[src/rtl/klle_pkg.sv]
package klle_pkg;

    typedef enum logic [2:0] {
        OP_HEAD   = 3'd0,
        OP_TAIL   = 3'd1,
        OP_AFTER  = 3'd2,
        OP_BEFORE = 3'd3,
        OP_SEARCH = 3'd4
    } op_t;

    localparam logic [1:0] ST_OK       = 2'd0;
    localparam logic [1:0] ST_NOTFOUND = 2'd1;
    localparam logic [1:0] ST_FULL     = 2'd2;

    // controller -> datapath
    typedef struct packed {
        logic load_req;     // capture request word, start walk at head (tail insert starts behind the tail)
        logic step;         // advance walk: prev <= cur, cur <= link[cur]
        logic link_new;     // write new node, link it in behind prev or at head
        logic find_hit;     // capture record at cur
    } klle_cmd_t;

    // datapath -> controller
    typedef struct packed {
        logic cur_nil;
        logic cur_match;
        logic pool_full;
        logic walk_done;
    } klle_stat_t;

endpackage

[src/rtl/keyed_linked_list_engine.sv]
// Keyed linked list engine: ordered singly linked list of keyed records in a
// pool of POOL_NODES nodes with a free chain.
// Input channel (in_valid/in_ready) takes one request word: op, new_key,
// new_payload, target_key. Output channel (out_valid/out_ready) returns one
// result word per request: status, found_key, found_payload.
// Head and tail insert need no walk (a tail pointer is kept) and are refused
// on a full pool before any write; search and insert after or before walk
// from the head to the matching node, and on a full pool an insert after or
// before is refused once its target is found. A missing target ends the walk
// at the end of the list. The walk reads one node per cycle from the pool.
// One request is in flight at a time; the next is accepted in the cycle
// after the result word is taken.
// Reset: list empty, free chain covers the whole pool in index order.
// A stalled receiver holds the result word steady; no new request is
// accepted until it is taken.
module keyed_linked_list_engine #(
    parameter int POOL_NODES = 16
) (
    input  logic               clk,
    input  logic               rst_n,
    input  logic               in_valid,
    output logic               in_ready,
    input  logic [2:0]         op,
    input  logic signed [31:0] new_key,
    input  logic [63:0]        new_payload,
    input  logic signed [31:0] target_key,
    output logic               out_valid,
    input  logic               out_ready,
    output logic [1:0]         status,
    output logic signed [31:0] found_key,
    output logic [63:0]        found_payload
);
    import klle_pkg::*;

    klle_cmd_t          cmd;
    klle_stat_t         stat;
    logic [2:0]         op_q;
    logic [1:0]         status_q;
    logic               hit_q;
    logic signed [31:0] hit_key;
    logic [63:0]        hit_payload;

    klle_ctrl u_ctrl (
        .clk       (clk),
        .rst_n     (rst_n),
        .in_valid  (in_valid),
        .in_ready  (in_ready),
        .out_valid (out_valid),
        .out_ready (out_ready),
        .op_q      (op_q),
        .stat      (stat),
        .cmd       (cmd),
        .status_q  (status_q),
        .hit_q     (hit_q)
    );

    klle_datapath #(.POOL_NODES(POOL_NODES)) u_dp (
        .clk         (clk),
        .rst_n       (rst_n),
        .op          (op),
        .new_key     (new_key),
        .new_payload (new_payload),
        .target_key  (target_key),
        .cmd         (cmd),
        .stat        (stat),
        .op_q        (op_q),
        .hit_key     (hit_key),
        .hit_payload (hit_payload)
    );

    // zero the record fields unless a search hit
    assign status        = status_q;
    assign found_key     = hit_q ? hit_key : 32'sd0;
    assign found_payload = hit_q ? hit_payload : 64'd0;
endmodule

[src/rtl/klle_datapath.sv]
module klle_datapath #(
    parameter int POOL_NODES = 16
) (
    input  logic                 clk,
    input  logic                 rst_n,
    input  logic [2:0]           op,
    input  logic signed [31:0]   new_key,
    input  logic [63:0]          new_payload,
    input  logic signed [31:0]   target_key,
    input  klle_pkg::klle_cmd_t  cmd,
    output klle_pkg::klle_stat_t stat,
    output logic [2:0]           op_q,
    output logic signed [31:0]   hit_key,
    output logic [63:0]          hit_payload
);
    import klle_pkg::*;

    localparam int IW = $clog2(POOL_NODES + 1);
    localparam int AW = $clog2(POOL_NODES);
    localparam logic [IW-1:0] NIL = IW'(POOL_NODES);

    logic [31:0]   key_mem [POOL_NODES];
    logic [63:0]   pay_mem [POOL_NODES];
    logic [IW-1:0] link_reg [POOL_NODES];
    logic [IW-1:0] head_reg, tail_reg, free_reg, cur_reg, prev_reg;
    logic [IW-1:0] steps_reg;
    logic [2:0]    op_reg;
    logic [31:0]   nkey_reg, tkey_reg;
    logic [63:0]   npay_reg;
    logic [31:0]   hkey_reg;
    logic [63:0]   hpay_reg;
    logic          prev_valid_reg;

    logic [IW-1:0] cur_link;
    logic [IW-1:0] new_succ;
    assign cur_link = (cur_reg == NIL) ? NIL : link_reg[cur_reg[AW-1:0]];
    // successor: head when no predecessor, else prev's old link
    assign new_succ = prev_valid_reg ? link_reg[prev_reg[AW-1:0]] : head_reg;

    assign stat.cur_nil   = (cur_reg == NIL);
    assign stat.cur_match = (cur_reg != NIL) && (key_mem[cur_reg[AW-1:0]] == tkey_reg);
    assign stat.pool_full = (free_reg == NIL);
    assign stat.walk_done = (steps_reg == NIL);
    assign op_q        = op_reg;
    assign hit_key     = hkey_reg;
    assign hit_payload = hpay_reg;

    always_ff @(posedge clk)
    begin
        if (cmd.load_req)
        begin
            op_reg   <= op;
            nkey_reg <= new_key;
            npay_reg <= new_payload;
            tkey_reg <= target_key;
        end
        if (cmd.link_new)
        begin
            key_mem[free_reg[AW-1:0]] <= nkey_reg;
            pay_mem[free_reg[AW-1:0]] <= npay_reg;
        end
        if (cmd.find_hit)
        begin
            hkey_reg <= key_mem[cur_reg[AW-1:0]];
            hpay_reg <= pay_mem[cur_reg[AW-1:0]];
        end
    end

    always_ff @(posedge clk or negedge rst_n)
    begin
        if (!rst_n)
        begin
            for (int i = 0; i < POOL_NODES; i++)
                link_reg[i] <= IW'(i + 1);
            head_reg       <= NIL;
            tail_reg       <= NIL;
            free_reg       <= '0;
            cur_reg        <= NIL;
            prev_reg       <= '0;
            prev_valid_reg <= 1'b0;
            steps_reg      <= '0;
        end
        else
        begin
            if (cmd.load_req)
            begin
                // tail insert jumps straight to the tail
                if (op == OP_TAIL && tail_reg != NIL)
                begin
                    cur_reg        <= NIL;
                    prev_reg       <= tail_reg;
                    prev_valid_reg <= 1'b1;
                end
                else
                begin
                    cur_reg        <= head_reg;
                    prev_valid_reg <= 1'b0;
                end
                steps_reg <= '0;
            end
            else if (cmd.step)
            begin
                prev_reg       <= cur_reg;
                prev_valid_reg <= 1'b1;
                cur_reg        <= cur_link;
                steps_reg      <= steps_reg + 1'b1;
            end
            if (cmd.link_new)
            begin
                free_reg                    <= link_reg[free_reg[AW-1:0]];
                link_reg[free_reg[AW-1:0]] <= new_succ;
                if (new_succ == NIL)
                    tail_reg <= free_reg;
                if (!prev_valid_reg)
                    head_reg <= free_reg;
                else
                    link_reg[prev_reg[AW-1:0]] <= free_reg;
            end
        end
    end
endmodule

[src/rtl/klle_ctrl.sv]
module klle_ctrl (
    input  logic                 clk,
    input  logic                 rst_n,
    input  logic                 in_valid,
    output logic                 in_ready,
    output logic                 out_valid,
    input  logic                 out_ready,
    input  logic [2:0]           op_q,
    input  klle_pkg::klle_stat_t stat,
    output klle_pkg::klle_cmd_t  cmd,
    output logic [1:0]           status_q,
    output logic                 hit_q
);
    import klle_pkg::*;

    typedef enum logic [2:0] {
        S_IDLE, S_DISPATCH, S_WALK, S_AFTER_FIX, S_INSERT, S_HIT, S_OUT
    } state_t;

    state_t     state_reg;
    logic [1:0] status_reg;
    logic       hit_reg;

    assign in_ready  = (state_reg == S_IDLE);
    assign out_valid = (state_reg == S_OUT);
    assign status_q  = status_reg;
    assign hit_q     = hit_reg;

    always_comb
    begin
        cmd = '0;
        cmd.load_req = in_valid && in_ready;
        unique case (state_reg)
            S_WALK:
                // before-insert needs cur as the match with prev trailing
                cmd.step = !stat.cur_nil && !stat.cur_match && !stat.walk_done;
            // step once more so the matched node becomes prev
            S_AFTER_FIX: cmd.step = 1'b1;
            S_INSERT:    cmd.link_new = 1'b1;
            S_HIT:       cmd.find_hit = 1'b1;
            default:     ;
        endcase
    end

    always_ff @(posedge clk or negedge rst_n)
    begin
        if (!rst_n)
        begin
            state_reg  <= S_IDLE;
            status_reg <= ST_OK;
            hit_reg    <= 1'b0;
        end
        else
        begin
            unique case (state_reg)
                S_IDLE:
                    if (in_valid)
                    begin
                        hit_reg   <= 1'b0;
                        state_reg <= S_DISPATCH;
                    end
                S_DISPATCH:
                    priority case (op_q)
                        OP_HEAD, OP_TAIL:
                            if (stat.pool_full)
                            begin
                                status_reg <= ST_FULL;
                                state_reg  <= S_OUT;
                            end
                            else
                                state_reg <= S_INSERT;
                        OP_AFTER, OP_BEFORE, OP_SEARCH:
                            state_reg <= S_WALK;
                        default:
                        begin
                            status_reg <= ST_NOTFOUND;
                            state_reg  <= S_OUT;
                        end
                    endcase
                S_WALK:
                    if (stat.cur_match)
                    begin
                        if (op_q == OP_SEARCH)
                        begin
                            status_reg <= ST_OK;
                            hit_reg    <= 1'b1;
                            state_reg  <= S_HIT;
                        end
                        else if (stat.pool_full)
                        begin
                            status_reg <= ST_FULL;
                            state_reg  <= S_OUT;
                        end
                        else if (op_q == OP_AFTER)
                            state_reg <= S_AFTER_FIX;
                        else
                            state_reg <= S_INSERT;
                    end
                    else if (stat.cur_nil || stat.walk_done)
                    begin
                        status_reg <= ST_NOTFOUND;
                        state_reg  <= S_OUT;
                    end
                S_AFTER_FIX:
                    state_reg <= S_INSERT;
                S_INSERT:
                begin
                    status_reg <= ST_OK;
                    state_reg  <= S_OUT;
                end
                S_HIT:
                    state_reg <= S_OUT;
                S_OUT:
                    if (out_ready)
                        state_reg <= S_IDLE;
                default:
                    state_reg <= S_IDLE;
            endcase
        end
    end
endmodule
[config.mk]
export PLATFORM = sky130hd
export DESIGN_NAME = keyed_linked_list_engine
export DESIGN_NICKNAME = d
export VERILOG_FILES = /design/src/rtl/klle_pkg.sv /design/src/rtl/keyed_linked_list_engine.sv /design/src/rtl/klle_datapath.sv /design/src/rtl/klle_ctrl.sv
export SDC_FILE = /design/constraint.sdc
export NUM_CORES = 2
export LEC_CHECK = 0
export ABC_AREA = 0
export BUFFER_PORTS_ARGS = -buffer_cell sky130_fd_sc_hd__buf_2
export CORE_MARGIN = 2
export CORE_UTILIZATION = 62
export DETAILED_ROUTE_END_ITERATION = 7
export GPL_TIMING_DRIVEN = 0
export PLACE_DENSITY = 0.82
export SETUP_SLACK_MARGIN = 0.05
export SLEW_MARGIN = 20
export SYNTH_ARGS = -nofsm -noshare
export SYNTH_HDL_FRONTEND = slang
export SYNTH_SLANG_ARGS = --single-unit
[constraint.sdc]
create_clock -name clk -period 8 [get_ports clk]
set_clock_uncertainty 0.05 [all_clocks]
set_input_delay 1.6 -clock clk [delete_from_list [all_inputs] [get_ports clk]]
set_output_delay 1.6 -clock clk [all_outputs]
set_load 0.01 [all_outputs]
==> run metrics <==
status completed; Flop pwr share 42.3%; Slew headroom 14.91%; Die Ht 349.1 µm; layout cells sized above 1 29.22%; combinational share of power 29.7%; Layout Cells excl Fill 5740; via total after detailed routing 41460; Yosys cell types 73; routed wl met2 ~100000 µm; core area between 100000 and 150000 µm²; max_cap viols 0; Mapped Cells 3526; CTS resizes 0; Max Clk Rate 156.4 MHz; TNS Setup 0 ns; wl on met1 71940 µm; RSZ-0062 raised after global routing no; initial core utilization 62.54%; # rows 126; syn_nets 3663; Die Wd 349.1 µm; Mapped Area 73850 µm²; fin crit period 6.392 ns; top cells by area, synth edfxtp_1, mux4_2, dfrtp_1, mux2i_1, dfstp_2; EDFF count, synth 1763; Final period util 79.90%; CTS tree done; GRT overflow 0; worst-path fanout max 10; FF-to-FF Start u_dp.cur_reg[1]; Fillers 6361; WP data required roughly 8.5 ns; Setup crit end kind flip-flop; Slew Limit Fails 0; Placed Cells between 5000 and 6000; Root Driver clkbuf_16; Avg Vias per Cell 7.223; hold buffer count at CTS 0; crit start category flip-flop; Leak Pwr 28.23 nW; DRT Wirelength 214300 µm; Met3 Wirelength 26030 µm; post-DR wirelength/cell 37.33 µm; Multi-input gate area 17140 µm²; initial antenna violation count 10; leading area contributor after synthesis edfxtp_1; Seq/Total Area, Yosys ~76%; Die Footprint around 120000 µm²; post-route ant nets 0; switching share of power between 30 and 40%; register bit total from synthesis approximately 1900; Post-CTS Setup Inserts 0; Clock transition at path regs roughly 0.060 ns; Overall Global Routing Usage 35.57%; part of the power in the clock network 28.0%; Synth top area share 71.69%; Hold Violations, Final 0; Post-synth ARST share about 6%; Slew @ Worst Pin between 1 and 1.5 ns; 1st-pass router iterations 8; Clk Latency, worst-skew pair 0.80 ns; number of flip-flops under the largest register name 1024; Boundary Pins 235; clock sink count 1879; placed wire-length estimate 130200 µm; Final Setup Violations 0; nets 4187; CP Class reg -> reg; RePlAce Congestion 0.9561; Max VDD drop between 0.2 and 0.3 mV; Hold Crit Class reg -> reg; Reg area around 56000 µm²; Pint 20.60 mW; CP startpoint u_dp.cur_reg[1]; number of global-route vias before repair between 40000 and 50000; DR DRC count 0; htree depth 4; Synth Flop Type edfxtp_1; area grow syn2layout 15.91%; CTS buffer count 177; Syn Area/Cell 20.94 µm²; initial DRC count 7000; Bufs on Longest Clock Path 3; critical hold path startpoint u_dp.steps_reg[4]; Crit path arrival time 6.86 ns; first-pass GRT wire length 302000 µm; synth warn 0; pwr dens around 350 nW/µm²; maximum number of pins on one net before global-route repair a little over 70; port bufs 234; Top Layer Used met5; P_sw 9.753 mW
==> metrics by stage <==
stage | setup WS, ns | util (%) | hold WS [ns] | total power, mW | area (µm²)
4_1_cts | 1.978 | 72.48 | 0.4416 | 30.16 | 85580
3_3_place_gp | -4.799 | 65.16 | 0.4089 | 21.20 | 76940
2_1_floorplan | 1.670 | - | 0.3953 | 18.45 | 73850
3_5_place_dp | 2.032 | 67.60 | 0.4209 | 21.62 | 79830
5_1_grt | 1.833 | 72.48 | 0.4792 | 31.05 | 85590
6_report | 1.608 | 72.49 | 0.4487 | 30.36 | 85600
==> Yosys cell counts (all sizes together) (14+ instances only) <==
master / number
edfxtp: 1763
mux4: 467
mux2i: 163
nor2: 119
clkbuf: 114
a21oi: 110
and2: 104
o22ai: 83
buf: 81
dfrtp: 80
nand2: 70
nand3: 37
dfstp: 36
a22oi: 34
o21ai: 30
mux2: 23
a22o: 21
xnor2: 21
or3: 16
xor2: 16
nand4: 14
==> power by group through the flow <==
stage / clock [mW] / sequential [mW] / combinational (mW)
2_1_floorplan: 0 / 12.7 / 5.70
3_3_place_gp: 0 / 13.1 / 8.12
3_5_place_dp: 0 / 12.9 / 8.68
4_1_cts: 8.52 / 12.8 / 8.86
5_1_grt: 8.84 / 12.9 / 9.31
6_report: 8.50 / 12.8 / 9.03
==> per-layer routing <==
metal	GRT usage, %	vias to the layer above
met4	16.66	10
met3	7.787	746
li1	-	15740
met1	46.86	21190
met2	57.47	3776
met5	0	-
==> worst paths after layout <==
kind                       slack (ns)  cells after the start                   end
setup reg to reg                 1.61                      8  u_dp.hit_payload[23]
max in group asynchronous        6.41                      2     u_dp.link_reg[75]
setup / recovery                 1.61                      8  u_dp.hit_payload[23]
min in group asynchronous        0.69                      1     u_dp.link_reg[21]
hold / removal                   0.45                      1     u_dp.steps_reg[4]
hold reg to reg                  0.45                      1     u_dp.steps_reg[4]
==> worst max-delay path, cell delays in order, from the launching register on <==
cell	delay (ns)
dfrtp_1	0.58
buf_2	0.42
buf_2	0.48
buf_1	0.86
clkbuf_1	0.91
clkbuf_1	0.95
clkbuf_1	0.88
mux4_2	0.45
mux4_2	0.52
==> final cells by class <==
type | count | area share (%)
repair buffers | 345 | 4.575
well taps | 1536 | 2.245
clock buffers | 221 | 5.391
plain buffers | 195 | 1.057
multi-input cells | 1439 | 20.03
flip-flops and latches | 1879 | 65.29
diodes | 5 | 0.01462
inverters | 13 | 0.06578
clock inverters | 107 | 1.335
==> cells in the final DEF (no fill, tap or decap), types with 12 or more instances in the layout <==
cell type  count
a21oi_1      110
clkbuf_16    177
xor2_1        16
nand2b_1      13
or3_1         16
nand4_1       14
a22oi_1       34
buf_16        70
edfxtp_1    1763
buf_12        40
nand3_1       37
and2_1       103
clkinv_2      36
o22ai_1       83
nor2_1       102
xnor2_1       21
mux2i_1      162
clkbuf_1     151
bufinv_16     19
o21ai_0       29
nor2b_1       12
dfstp_2       36
dfrtp_1       80
buf_6         12
clkinv_1      33
nor2_4        17
mux4_2       467
a22o_1        21
nand2_1       70
buf_2        287
mux2_2        22
==> cell families (layout without fill, tap and decap cells) <==
group                    after synthesis  after routing  synth area share (%)
flip-flops                          1879           1879                 75.68
AND/OR/NAND/NOR                      421            421                 2.899
XOR/XNOR                              37             37                0.4388
AO/OA/AOI/OAI                        326            326                 2.853
multiplexers                         653            653                 16.82
other                                  0              5                     0
buffers and inverters                208            881                 1.279
adder cells (fa/ha/maj)                2              2               0.03388
(Power assumes the default switching activity.)
